File: src/hw/rtl/hic_pkg.sv
// Shared types, constants and elaboration-time tap functions for the Hilbert IQ converter.
// No dependencies; every other module of the block imports this package.
`timescale 1ns / 1ps

package hic_pkg;

    localparam int HIC_TAPS   = 127;
    localparam int HIC_DELAY  = 63;
    localparam int SAMPLE_W   = 16;
    localparam int PROD_W     = 2 * SAMPLE_W;
    localparam int ROUND_SH   = 15;

    localparam logic [63:0] PI_Q30  = 64'd3373259426;
    localparam logic [63:0] ONE_Q30 = 64'd1073741824;

    typedef enum logic [2:0] {
        S_CLEAR,
        S_IDLE,
        S_DELAY,
        S_TAP,
        S_DRAIN,
        S_FINISH
    } t_state;

    // Tag that travels with a history read so the datapath knows what the word is.
    typedef struct packed {
        logic                       is_delay;
        logic                       is_tap;
        logic signed [SAMPLE_W-1:0] coef;
    } t_rd_tag;

    typedef struct packed {
        logic start;
        logic finish;
    } t_mac_ctl;

    // Restoring division, used only while the tap table is elaborated.
    function automatic logic [63:0] hic_udiv(input logic [63:0] num, input logic [63:0] den);
        logic [63:0] q;
        logic [64:0] r;
        q = '0;
        r = '0;
        for (int b = 63; b >= 0; b--) begin
            r = {r[63:0], num[b]};
            if (r >= {1'b0, den}) begin
                r    = r - {1'b0, den};
                q[b] = 1'b1;
            end
        end
        return q;
    endfunction

    // cos(pi*a/m) in Q30 by a nine-term Taylor series (up to x^16), for 0 <= 2a <= m.
    function automatic logic signed [63:0] hic_cos_q30(input int unsigned a,
                                                      input int unsigned m);
        logic [63:0]        x;
        logic [63:0]        term;
        logic signed [63:0] sum;
        x    = hic_udiv(PI_Q30 * 64'(a), 64'(m));
        term = ONE_Q30;
        sum  = $signed(ONE_Q30);
        for (int k = 1; k <= 8; k++) begin
            term = (term * x) >> 30;
            term = (term * x) >> 30;
            term = hic_udiv(term, 64'((2 * k - 1) * (2 * k)));
            if (k % 2 == 1) begin
                sum = sum - $signed(term);
            end else begin
                sum = sum + $signed(term);
            end
        end
        return sum;
    endfunction

    // Hamming-windowed Hilbert tap i of a taps-long filter, Q1.15.
    function automatic logic signed [SAMPLE_W-1:0] hic_tap_value(input int unsigned i,
                                                                 input int unsigned taps);
        int                 center;
        int                 n;
        int unsigned        m;
        int unsigned        j;
        int unsigned        absn;
        logic signed [63:0] c;
        logic signed [63:0] ws;
        logic [63:0]        w;
        logic [63:0]        num;
        logic [63:0]        den;
        logic [63:0]        mag;
        center = int'((taps - 1) >> 1);
        n      = int'(i) - center;
        m      = taps - 1;
        if (n == 0 || (n % 2) == 0) begin
            return '0;
        end
        j = (i <= m - i) ? i : m - i;
        if (4 * j <= m) begin
            c = hic_cos_q30(2 * j, m);
        end else begin
            c = -hic_cos_q30(m - 2 * j, m);
        end
        ws   = 64'sd57982058496 - 64'sd46 * c;
        w    = hic_udiv(ws, 64'd100);
        absn = (n < 0) ? int'(-n) : n;
        num  = w << 16;
        den  = PI_Q30 * 64'(absn);
        mag  = hic_udiv(num + (den >> 1), den);
        if (n < 0) begin
            return -(SAMPLE_W'(mag));
        end
        return SAMPLE_W'(mag);
    endfunction

endpackage

File: src/hw/rtl/hilbert_iq_converter_core.sv
// Top level of the Hilbert IQ converter: stream ports, history memory, sequencer and MAC.
// Depends on hic_pkg, hic_history_mem, hic_mac and hic_ctrl.
`timescale 1ns / 1ps

// Each real Q1.15 sample word in gives one complex word out. The real half is the
// sample received DELAY words earlier (DELAY taken modulo TAPS, so DELAY equal to
// TAPS returns the current sample); the imaginary half is a TAPS-tap Hamming-windowed
// Hilbert FIR, summed at full precision, rounded half up and saturated to Q1.15.
// Only the odd-offset taps are nonzero, so one shared multiply-accumulate unit walks
// them while reading the sample history memory one entry per cycle. After acceptance
// the sequencer steps through a delay read, the reads of the odd-offset taps (about
// TAPS/2 of them), a drain and a finish step that waits while the output is busy.
// The result sits in an output register, so the next sample is taken while a
// finished word still waits downstream. After reset a clearing pass zeroes every
// history entry, and no sample is accepted until it ends.

module hilbert_iq_converter_core #(
    parameter int TAPS  = hic_pkg::HIC_TAPS,
    parameter int DELAY = hic_pkg::HIC_DELAY
) (
    input  logic        i_clk,
    input  logic        i_rst_n,
    input  logic        s_axis_tvalid,
    output logic        s_axis_tready,
    input  logic [15:0] s_axis_tdata,   // [15:0] sample
    output logic        m_axis_tvalid,
    input  logic        m_axis_tready,
    output logic [31:0] m_axis_tdata    // [15:0] real_out, [31:16] imag_out
);
    import hic_pkg::*;

    localparam int K_W = $clog2(TAPS);

    logic                       mem_we;
    logic [K_W-1:0]             mem_waddr;
    logic signed [SAMPLE_W-1:0] mem_wdata;
    logic                       mem_re;
    logic [K_W-1:0]             mem_raddr;
    logic signed [SAMPLE_W-1:0] mem_rdata;
    t_rd_tag                    rd_tag;
    t_mac_ctl                   mac_ctl;
    logic                       out_busy;
    logic signed [SAMPLE_W-1:0] real_out;
    logic signed [SAMPLE_W-1:0] imag_out;

    // The sequencer owns the handshake on the input side and all memory addressing.
    hic_ctrl #(
        .TAPS  (TAPS),
        .DELAY (DELAY)
    ) u_ctrl (
        .i_clk      (i_clk),
        .i_rst_n    (i_rst_n),
        .i_valid    (s_axis_tvalid),
        .o_ready    (s_axis_tready),
        .i_sample   ($signed(s_axis_tdata)),
        .o_we       (mem_we),
        .o_waddr    (mem_waddr),
        .o_wdata    (mem_wdata),
        .o_re       (mem_re),
        .o_raddr    (mem_raddr),
        .o_tag      (rd_tag),
        .o_mac      (mac_ctl),
        .i_out_busy (out_busy)
    );

    // One ring holds the history for both the FIR and the delay tap.
    hic_history_mem #(
        .TAPS (TAPS)
    ) u_mem (
        .i_clk   (i_clk),
        .i_we    (mem_we),
        .i_waddr (mem_waddr),
        .i_wdata (mem_wdata),
        .i_re    (mem_re),
        .i_raddr (mem_raddr),
        .o_rdata (mem_rdata)
    );

    hic_mac #(
        .TAPS (TAPS)
    ) u_mac (
        .i_clk       (i_clk),
        .i_rst_n     (i_rst_n),
        .i_tag       (rd_tag),
        .i_ctl       (mac_ctl),
        .i_rdata     (mem_rdata),
        .i_out_ready (m_axis_tready),
        .o_out_valid (m_axis_tvalid),
        .o_real      (real_out),
        .o_imag      (imag_out),
        .o_busy      (out_busy)
    );

    assign m_axis_tdata = {imag_out, real_out};

endmodule

File: src/hw/rtl/hic_history_mem.sv
// Sample history store: one write port, one read port with registered read data.
// Depends on hic_pkg for the sample width.
`timescale 1ns / 1ps

module hic_history_mem #(
    parameter int TAPS = hic_pkg::HIC_TAPS
) (
    input  logic                                i_clk,
    input  logic                                i_we,
    input  logic [$clog2(TAPS)-1:0]             i_waddr,
    input  logic signed [hic_pkg::SAMPLE_W-1:0] i_wdata,
    input  logic                                i_re,
    input  logic [$clog2(TAPS)-1:0]             i_raddr,
    output logic signed [hic_pkg::SAMPLE_W-1:0] o_rdata
);
    import hic_pkg::*;

    logic signed [SAMPLE_W-1:0] mem [TAPS];
    logic signed [SAMPLE_W-1:0] r_rdata;

    always_ff @(posedge i_clk) begin
        if (i_we) begin
            mem[i_waddr] <= i_wdata;
        end
        if (i_re) begin
            r_rdata <= mem[i_raddr];
        end
    end

    assign o_rdata = r_rdata;

endmodule

File: src/hw/rtl/hic_mac.sv
// Shared multiply-accumulate datapath, rounding, saturation and the output word register.
// Depends on hic_pkg for the read tag, control struct and widths.
`timescale 1ns / 1ps

module hic_mac #(
    parameter int TAPS = hic_pkg::HIC_TAPS
) (
    input  logic                                i_clk,
    input  logic                                i_rst_n,
    input  hic_pkg::t_rd_tag                    i_tag,
    input  hic_pkg::t_mac_ctl                   i_ctl,
    input  logic signed [hic_pkg::SAMPLE_W-1:0] i_rdata,
    input  logic                                i_out_ready,
    output logic                                o_out_valid,
    output logic signed [hic_pkg::SAMPLE_W-1:0] o_real,
    output logic signed [hic_pkg::SAMPLE_W-1:0] o_imag,
    output logic                                o_busy
);
    import hic_pkg::*;

    localparam int ACC_W = PROD_W + $clog2(TAPS);
    localparam int Y_W   = ACC_W + 1 - ROUND_SH;

    logic                       r_t1_delay;
    logic                       r_t1_tap;
    logic signed [SAMPLE_W-1:0] r_coef;
    logic signed [PROD_W-1:0]   r_prod;
    logic                       r_t2_tap;
    logic signed [ACC_W-1:0]    r_acc;
    logic signed [SAMPLE_W-1:0] r_real;
    logic                       r_out_valid;
    logic signed [SAMPLE_W-1:0] r_real_out;
    logic signed [SAMPLE_W-1:0] r_imag_out;

    logic signed [ACC_W:0]      biased;
    logic signed [Y_W-1:0]      y;
    logic signed [SAMPLE_W-1:0] imag_sat;

    // Round half up: add half an LSB of Q1.15, then drop fifteen bits arithmetically.
    always_comb begin
        biased = {r_acc[ACC_W-1], r_acc} + (ACC_W + 1)'(1 << (ROUND_SH - 1));
        y      = biased[ACC_W:ROUND_SH];
        if (y[Y_W-1:SAMPLE_W-1] == {(Y_W - SAMPLE_W + 1){y[SAMPLE_W-1]}}) begin
            imag_sat = y[SAMPLE_W-1:0];
        end else if (y[Y_W-1]) begin
            imag_sat = {1'b1, {(SAMPLE_W - 1){1'b0}}};
        end else begin
            imag_sat = {1'b0, {(SAMPLE_W - 1){1'b1}}};
        end
    end

    always_ff @(posedge i_clk) begin
        r_coef <= i_tag.coef;
        r_prod <= i_rdata * r_coef;
        if (r_t1_delay) begin
            r_real <= i_rdata;
        end
        if (i_ctl.start) begin
            r_acc <= '0;
        end else if (r_t2_tap) begin
            r_acc <= r_acc + ACC_W'(r_prod);
        end
        if (i_ctl.finish) begin
            r_real_out <= r_real;
            r_imag_out <= imag_sat;
        end
    end

    always_ff @(posedge i_clk) begin
        if (!i_rst_n) begin
            r_t1_delay  <= 1'b0;
            r_t1_tap    <= 1'b0;
            r_t2_tap    <= 1'b0;
            r_out_valid <= 1'b0;
        end else begin
            r_t1_delay <= i_tag.is_delay;
            r_t1_tap   <= i_tag.is_tap;
            r_t2_tap   <= r_t1_tap;
            if (i_ctl.finish) begin
                r_out_valid <= 1'b1;
            end else if (i_out_ready) begin
                r_out_valid <= 1'b0;
            end
        end
    end

    assign o_out_valid = r_out_valid;
    assign o_real      = r_real_out;
    assign o_imag      = r_imag_out;
    assign o_busy      = r_out_valid && !i_out_ready;

    // No product may still be in flight when a new sum starts or a result is taken.
    a_no_tap_at_start: assert property (@(posedge i_clk) disable iff (!i_rst_n)
        i_ctl.start |-> !r_t1_tap && !r_t2_tap)
        else $error("tap product in flight at start of a new sum");
    a_no_tap_at_finish: assert property (@(posedge i_clk) disable iff (!i_rst_n)
        i_ctl.finish |-> !r_t1_tap && !r_t2_tap)
        else $error("result taken before the last product was summed");

endmodule

File: src/hw/rtl/hic_ctrl.sv
// Sequencer: reset clearing pass, sample write, delay read and the odd-tap read sweep.
// Depends on hic_pkg for the state type, structs and the tap function.
`timescale 1ns / 1ps

module hic_ctrl #(
    parameter int TAPS  = hic_pkg::HIC_TAPS,
    parameter int DELAY = hic_pkg::HIC_DELAY
) (
    input  logic                                i_clk,
    input  logic                                i_rst_n,
    input  logic                                i_valid,
    output logic                                o_ready,
    input  logic signed [hic_pkg::SAMPLE_W-1:0] i_sample,
    output logic                                o_we,
    output logic [$clog2(TAPS)-1:0]             o_waddr,
    output logic signed [hic_pkg::SAMPLE_W-1:0] o_wdata,
    output logic                                o_re,
    output logic [$clog2(TAPS)-1:0]             o_raddr,
    output hic_pkg::t_rd_tag                    o_tag,
    output hic_pkg::t_mac_ctl                   o_mac,
    input  logic                                i_out_busy
);
    import hic_pkg::*;

    localparam int K_W     = $clog2(TAPS);
    localparam int CENTER  = (TAPS - 1) / 2;
    localparam int FIRST_K = (CENTER % 2 == 1) ? 0 : 1;
    localparam int LAST_K  = FIRST_K + ((TAPS - 1 - FIRST_K) / 2) * 2;
    localparam int DMOD    = DELAY % TAPS;

    typedef logic signed [SAMPLE_W-1:0] t_tap_rom [TAPS];

    function automatic t_tap_rom build_rom();
        t_tap_rom rom;
        for (int i = 0; i < TAPS; i++) begin
            rom[i] = hic_tap_value(i, TAPS);
        end
        return rom;
    endfunction

    localparam t_tap_rom TAP_ROM = build_rom();

    // Ring address a - d, with d below TAPS.
    function automatic logic [K_W-1:0] ring_sub(input logic [K_W-1:0] a, input logic [K_W:0] d);
        logic [K_W:0] ax;
        ax = {1'b0, a};
        if (ax >= d) begin
            return K_W'(ax - d);
        end
        return K_W'(ax + (K_W + 1)'(TAPS) - d);
    endfunction

    t_state         r_state, n_state;
    logic [K_W-1:0] r_clr, n_clr;
    logic [K_W-1:0] r_pos, n_pos;
    logic [K_W-1:0] r_addr, n_addr;
    logic [K_W-1:0] r_k, n_k;
    logic           r_drain, n_drain;
    logic           accept;

    assign accept = (r_state == S_IDLE) && i_valid;

    // Next state.
    always_comb begin
        n_state = r_state;
        case (r_state)
            S_CLEAR:  if (r_clr == K_W'(TAPS - 1)) n_state = S_IDLE;
            S_IDLE:   if (i_valid) n_state = S_DELAY;
            S_DELAY:  n_state = S_TAP;
            S_TAP:    if (r_k == K_W'(LAST_K)) n_state = S_DRAIN;
            S_DRAIN:  if (r_drain) n_state = S_FINISH;
            S_FINISH: if (!i_out_busy) n_state = S_IDLE;
            default:  n_state = S_CLEAR;
        endcase
    end

    // Counters and addresses.
    always_comb begin
        n_clr   = r_clr;
        n_pos   = r_pos;
        n_addr  = r_addr;
        n_k     = r_k;
        n_drain = 1'b0;
        case (r_state)
            S_CLEAR: begin
                n_clr = r_clr + 1'b1;
            end
            S_IDLE: begin
                if (i_valid) begin
                    n_addr = ring_sub(r_pos, (K_W + 1)'(DMOD));
                end
            end
            S_DELAY: begin
                n_addr = ring_sub(r_pos, (K_W + 1)'(FIRST_K));
                n_k    = K_W'(FIRST_K);
            end
            S_TAP: begin
                n_addr = ring_sub(r_addr, (K_W + 1)'(2));
                n_k    = r_k + K_W'(2);
            end
            S_DRAIN: begin
                n_drain = !r_drain;
            end
            S_FINISH: begin
                if (!i_out_busy) begin
                    n_pos = (r_pos == K_W'(TAPS - 1)) ? '0 : r_pos + 1'b1;
                end
            end
            default: begin
                n_clr = '0;
            end
        endcase
    end

    // Outputs.
    always_comb begin
        o_ready      = (r_state == S_IDLE);
        o_we         = 1'b0;
        o_waddr      = r_pos;
        o_wdata      = i_sample;
        o_re         = 1'b0;
        o_raddr      = r_addr;
        o_tag        = '0;
        o_mac.start  = accept;
        o_mac.finish = 1'b0;
        case (r_state)
            S_CLEAR: begin
                o_we    = 1'b1;
                o_waddr = r_clr;
                o_wdata = '0;
            end
            S_IDLE: begin
                o_we = i_valid;
            end
            S_DELAY: begin
                o_re           = 1'b1;
                o_tag.is_delay = 1'b1;
            end
            S_TAP: begin
                o_re         = 1'b1;
                o_tag.is_tap = 1'b1;
                o_tag.coef   = TAP_ROM[r_k];
            end
            S_FINISH: begin
                o_mac.finish = !i_out_busy;
            end
            default: begin
                o_re = 1'b0;
            end
        endcase
    end

    always_ff @(posedge i_clk) begin
        if (!i_rst_n) begin
            r_state <= S_CLEAR;
            r_clr   <= '0;
            r_pos   <= '0;
            r_drain <= 1'b0;
        end else begin
            r_state <= n_state;
            r_clr   <= n_clr;
            r_pos   <= n_pos;
            r_drain <= n_drain;
        end
    end

    always_ff @(posedge i_clk) begin
        r_addr <= n_addr;
        r_k    <= n_k;
    end

    a_k_in_range: assert property (@(posedge i_clk) disable iff (!i_rst_n)
        (r_state == S_TAP) |-> (r_k <= K_W'(LAST_K)))
        else $error("tap index beyond the last odd tap");
    a_sweep_ends: assert property (@(posedge i_clk) disable iff (!i_rst_n)
        (r_state == S_TAP && r_k == K_W'(LAST_K)) |=> (r_state == S_DRAIN))
        else $error("tap sweep did not end at the last tap");
    a_accept_reads: assert property (@(posedge i_clk) disable iff (!i_rst_n)
        accept |=> (r_state == S_DELAY))
        else $error("accepted sample did not start the delay read");
    a_finish_after_drain: assert property (@(posedge i_clk) disable iff (!i_rst_n)
        $rose(r_state == S_FINISH) |-> ($past(r_state) == S_DRAIN))
        else $error("result stage entered without draining the pipeline");

endmodule
File: config.mk
export PLATFORM = sky130hd
export DESIGN_NAME = hilbert_iq_converter_core
export DESIGN_NICKNAME = d
export VERILOG_FILES = /design/src/hw/rtl/hic_pkg.sv /design/src/hw/rtl/hilbert_iq_converter_core.sv /design/src/hw/rtl/hic_history_mem.sv /design/src/hw/rtl/hic_mac.sv /design/src/hw/rtl/hic_ctrl.sv
export SDC_FILE = /design/constraint.sdc
export NUM_CORES = 2
export LEC_CHECK = 0
export ABC_AREA = 1
export BUFFER_PORTS_ARGS = -buffer_cell sky130_fd_sc_hd__buf_4
export CAP_MARGIN = 0
export CORE_ASPECT_RATIO = 0.9
export CORE_MARGIN = 3
export CORE_UTILIZATION = 55
export CTS_CLUSTER_SIZE = 30
export DETAILED_ROUTE_END_ITERATION = 10
export PLACE_DENSITY_LB_ADDON = 0.15
export REMOVE_ABC_BUFFERS = 1
export SYNTH_ARGS = -nofsm -noshare
export SYNTH_HDL_FRONTEND = slang
export SYNTH_SLANG_ARGS = --single-unit
File: constraint.sdc
create_clock -name i_clk -period 17 [get_ports i_clk]
set_input_delay 2.55 -clock i_clk [delete_from_list [all_inputs] [get_ports i_clk]]
set_output_delay 2.55 -clock i_clk [all_outputs]
set_load 0.1 [all_outputs]
# Yosys cells after proc, flatten, opt, wreduce, memory -nomap -nowiden
# Memory sizes are Yosys's and may differ from the RTL's. A register that Yosys moved wholly into a read port is not among the register bits.
# Cells that the tools add are included.
[totals]
regBits = 171
ram_bits = 2032
mem_bits_ro = 2048
in_bits = 20
out_inout_bits = 34
word_cells = 101
n_memories = 2
[classes]
add_sub_neg = 11
multipliers = 1
order_cmp = 3
eq_ne = 14
n_mux = 37
bitwise_logic = 2
n_reduce_logical = 15
[mem_list]
columns = ["memory", "words", "word_bits", "rd", "rd_ports_with_merged_regs", "wr", "line_no", "source"]
rows = [
  ["(no name shown)", 128, 16, 1, 0, 0, "hic_ctrl.sv:142", "o_tag.coef = TAP_ROM[r_k];"],
  ["u_mem.mem", 127, 16, 1, 1, 1, "hic_history_mem.sv:18", "logic signed [SAMPLE_W-1:0] mem [TAPS];"],
]
[ops]
columns = ["cell", "n"]
rows = [
  ["two-way mux 16 bit", 5],
  ["two-way mux 7 bit", 8],
  ["adder 39 x 16 -> 40 bit, second input constant", 1],
  ["adder 39 x 32 -> 39 bit", 1],
  ["multiplier 16 x 16 -> 32 bit", 1],
  ["case mux 7 bit (2 select lines)", 2],
  ["== test 7 bit, second input constant", 3],
  ["case mux 7 bit (3 select lines)", 1],
  ["case mux 3 bit (6 select lines)", 1],
  ["two-way mux 17 bit", 1],
  ["two-way mux 3 bit", 5],
  ["adder 7 x 1 -> 7 bit, second input constant", 2],
  ["adder 7 bit, second input constant", 2],
  ["subtractor 7 x 2 -> 7 bit, second input constant", 2],
  ["subtractor 7 x 6 -> 7 bit, second input constant", 2],
  ["two-way mux 1 bit", 13],
  ["== test 9 bit", 1],
  ["greater-or-equal comparator 8 bit, second input constant", 1],
  ["inverter 7 -> 8 bit", 1],
  ["adder 7 x 2 -> 7 bit, second input constant", 1],
  ["greater-or-equal comparator 7 x 2 -> 1 bit, second input constant", 1],
  ["greater-or-equal comparator 7 x 6 -> 1 bit, second input constant", 1],
  ["== test 3 x 2 -> 1 bit, second input constant", 2],
  ["== test 3 bit, second input constant", 2],
  ["14 further kinds", 23],
]

# Depth between registers and ports, before layout
[depth]
word_depth = 7
mapped_depth = 28
ltp_nobuf = 26

# Hierarchy
# Synthesis repeated with hierarchy kept, for this count alone.
[hier_totals]
cells_unflattened = 9723
area_unflattened_um2 = 103621.9
[by_module_without_submodules]
columns = ["module", "instances", "cells_each", "area_per_inst_um2", "seq_area_each_um2"]
rows = [
  ["hic_history_mem", 1, 6784, 82242.6, 61499.0],
  ["hic_mac", 1, 2367, 17889.7, 3263.1],
  ["hic_ctrl", 1, 572, 3489.6, 750.7],
]

# Worst setup path after synthesis
# Ideal clock, no wire load.
[synth_timing]
path_type = "in2reg"
start = "input port s_axis_tdata[0]"
end = "memory u_mem.mem[0][0], data pin"
setup_time_ns = 0.793
t_arrival_ns = 5.508
required_time_ns = 16.207
path_slack_ns = 10.699
cell_stages = 2
n_path_buf = 0
path_cell_list = "inv_1 > nor2_1"
[synth_via]
elab_chain_cells = 1
[synth_rtl]
columns = ["element", "line_no", "source"]
rows = [
  ["from (decl)", "hilbert_iq_converter_core.sv:25", "input logic [15:0] s_axis_tdata,"],
  ["two-way mux 16 bit", "hic_ctrl.sv:126", "case (r_state)"],
  ["net mem_wdata[0]", "hilbert_iq_converter_core.sv:36", "logic signed [SAMPLE_W-1:0] mem_wdata;"],
  ["to (decl)", "hic_history_mem.sv:18", ""],
]
# The timed path passes the listed nets, and every way through them passes these cells.

# Final worst setup path
[layout_timing]
start = "register u_mem.r_rdata[15], in the netlist u_mem.o_rdata[15], read port of u_mem.mem"
end = "register u_mac.r_prod[25]"
[layout_via]
elab_chain_cells = 1
[layout_rtl]
columns = ["element", "line_no", "source"]
rows = [
  ["from (decl)", "hic_history_mem.sv:19", "logic signed [SAMPLE_W-1:0] r_rdata;"],
  ["multiplier 16 x 16 -> 32 bit", "hic_mac.sv:54", "r_prod <= i_rdata * r_coef;"],
  ["to (signal assigned)", "hic_mac.sv:54", ""],
  ["to (decl)", "hic_mac.sv:27", "logic signed [PROD_W-1:0] r_prod;"],
]
# Every way passes these cells.
# A chain may end at the register's enable or synchronous reset.

==> results.json <==
{
  "ios": 54,
  "worstMarginPinSlew_ns": 1.154,
  "status": "completed",
  "synth.area.top_cells": "edfxtp_1 62%, nor2_1 6.3%, o21ai_0 5.5%",
  "grt_max_degree": 188,
  "htree_levels": 4,
  "finalNetCount": 9632,
  "cts_tree": "yes",
  "drt_first_pass_iters": 6,
  "fin_ws_ns": 10.63,
  "async_flop_share": 0,
  "syn_inst": 9240,
  "critPathLaunchType": "flip-flop",
  "fin_crit_ns": 6.370,
  "via_count": 70310,
  "wl_um": 285800,
  "place.gp.congestion": 0.9304,
  "post-route-drc-count": 0,
  "first_global_vias": 67130,
  "ys_seq_elements": 2217,
  "grt_pass1_wl_um": 426700,
  "fmax_mhz": 157.0,
  "p_seq_frac": 0.433,
  "finalMaxSlewViolations": 0,
  "max-slew-margin-rel": 0.2307,
  "hold_violations": 0,
  "leakagePower_nw": 41.47,
  "arrival_ns": 7.06,
  "cts_made_buffers": 214,
  "dp_hpwl_um": 174200,
  "p_total_mw": 15.45,
  "p_sw_mw": 5.358,
  "vdd_drop_max_uv": 120.9,
  "finalSetupViolations": 0,
  "p_int_mw": 10.09,
  "slowest_stage": "fa_1",
  "core_um2": 184000,
  "dp_slack_ns": 10.70,
  "antenna_found_initial": 7,
  "grt.overflow.total": 0,
  "die-area_um2": 191300,
  "syn_area_um2": 102300,
  "fin_crit_sh": 0.3747,
  "row_count": 149,
  "clkTransAtPathRegs_ns": 0.06,
  "maxCapViolCount": 0,
  "synth.avg_cell_area_um2": 11.08,
  "cts-hold-fix-buffers": 0,
  "drt_iter0_markers": 8668,
  "wire_per_inst_um": 24.20,
  "dp_cells": 11410,
  "yosysTopAreaCell": "edfxtp_1",
  "cp_max_fo": 17,
  "clkLatencyLatePin_ns": 0.85,
  "seq_area_frac_synth": 0.6400,
  "fp.dieH_um": 415.2,
  "path_common_cell": "fa_1",
  "synthFlopType": "edfxtp_1",
  "ys_types": 58,
  "fin_cells": 11810,
  "min_path_type": "flip-flop to flip-flop",
  "viasPerCell": 5.955,
  "worstSetupPathType": "flip-flop to flip-flop",
  "yosysWarnings": 0,
  "pwr-share-comb": 0.267,
  "root_buffer": "clkbuf_16",
  "cts_buffer_depth": 3,
  "power.share.switching": 0.3469,
  "r2r_slack_ns": 10.63,
  "numPortBuffers": 53,
  "path_cells": "nand2_1 > inv_1 > fa_1 > fa_1 > fa_1 > fa_1 > fa_1 > inv_1 > fa_1 > inv_1 > ha_1 > nand2_1 > nor2_1 > nor3b_1 > nand4_1 > nand3_1 > a21oi_1 > xnor2_1",
  "area_growth_pct": 9.609,
  "power.density_nw_per_um2": 137.7,
  "cts_num_sinks": 2217,
  "yosys.area.top_type_share": 0.6189,
  "worst_path_largest_cell_delay_ns": 0.75,
  "ant_nets": 0,
  "cts_resized": 0,
  "clock_power_share": 0.299,
  "finalClockSkew_ns": 0.05060,
  "start_util": 0.5561,
  "drive_gt1_frac": 0.07189,
  "grtUsageTotal": 0.2964,
  "cp.required_ns": 17.69,
  "synth_edf_count": 2109,
  "rsz0062_at_grt": "no",
  "die_w_um": 460.7,
  "post_cts_buffers": 0,
  "critPathCaptureType": "flip-flop"
}
## layer usage
layer,up-vias,share of wire,GRT usage
li1,31880,-,-
met1,34710,0.42,0.4309
met2,3213,0.46,0.4524
met3,505,0.088,0.04761
met4,0,0.041,0.1135
met5,-,0,0
## flip-flops by register name, indices dropped and copies added (netlist names), 3 cells and up
name and flops:
u_mac.r_coef 15, u_mac.r_acc 39, u_ctrl.r_clr 7, u_mac.o_real 16, u_mem.mem 2032, u_ctrl.r_pos 7
u_mac.o_imag 16, u_ctrl.r_k 6, u_mac.r_real 16, u_mem.o_rdata 16, u_mac.r_prod 32, u_ctrl.r_state 3
u_ctrl.o_raddr 7
## worst max-delay path: cells and delay by family, from the launching register on
family | cells | cell delay [ns]
adder cells (fa/ha/maj) | 7 | 3.60
AND/OR/NAND/NOR | 6 | 1.53
flip-flops | 1 | 0.65
buffers and inverters | 3 | 0.19
XOR/XNOR | 1 | 0.13
AO/OA/AOI/OAI | 1 | 0.12
## cell type report
type	count	area [µm²]
Clock inverter	118	1044
Tap cell	2416	3023
Multi-Input combinational cell	5774	31900
Clock buffer	279	5766
Fill cell	14730	71840
Inverter	722	2733
Sequential cell	2217	65490
Antenna cell	2	5.005
Timing Repair Buffer	279	2207
## worst paths after layout
check	start	end	cells after the start
worst max-delay path	u_mem.o_rdata[15]	u_mac.r_prod[25]	18
worst min-delay path	u_mac.r_real[6]	u_mac.o_real[6]	0
worst max register to register	u_mem.o_rdata[15]	u_mac.r_prod[25]	18
worst min register to register	u_mac.r_real[6]	u_mac.o_real[6]	0
## cell usage after synthesis (56+ instances only)
cell	instances
a21oi_1	194
buf_2	125
clkbuf_1	312
dfxtp_1	108
edfxtp_1	2109
fa_1	263
ha_1	141
inv_1	703
nand2_1	1249
nand3_1	321
nor2_1	1727
o211ai_1	200
o21ai_0	1128
o22ai_1	276
xor2_1	56
## stage by stage
step                      setup TNS [ns]    util  hold WS [ns]  area, µm²
final                                  0  0.6096        0.4182     112200
after global routing                   0  0.6096        0.4223     112200
after CTS                              0  0.6096        0.4198     112200
after detailed placement               0  0.5726        0.4056     105400
after global placement                 0  0.5726        0.4039     105400
after floorplan                  -719.04       -        0.3900      99920
## kinds of logic after synthesis
| kind of cell | synth area share |
|---|---|
| buf+inv | 0.05006 |
| flops | 0.6400 |
| fa+ha+maj | 0.06869 |
| compound gates | 0.1036 |
| xor+xnor | 0.006419 |
| simple gates | 0.1313 |
## cells in the final DEF (no fill, tap or decap), drive strengths merged, types with 15 or more instances in the layout
master / count
clkinv: 100
edfxtp: 2109
o21ai: 1151
nand4: 25
ha: 141
a21oi: 196
o211ai: 200
clkbuf: 279
o22ai: 276
xnor2: 19
nand2: 1258
fa: 263
dfxtp: 108
inv: 724
xor2: 56
nand3: 323
nor3: 27
a31oi: 15
buf: 279
nor2: 1734
## power groups by stage
stage	Clock (mW)	Combinational (mW)	Sequential [mW]
final	4.62	4.13	6.69
after global routing	4.90	4.45	6.70
after CTS	4.67	4.07	6.69
after detailed placement	0	4.06	6.81
after global placement	0	4.00	6.80
after floorplan	0	2.39	7.11
(Power assumes the default switching activity.)
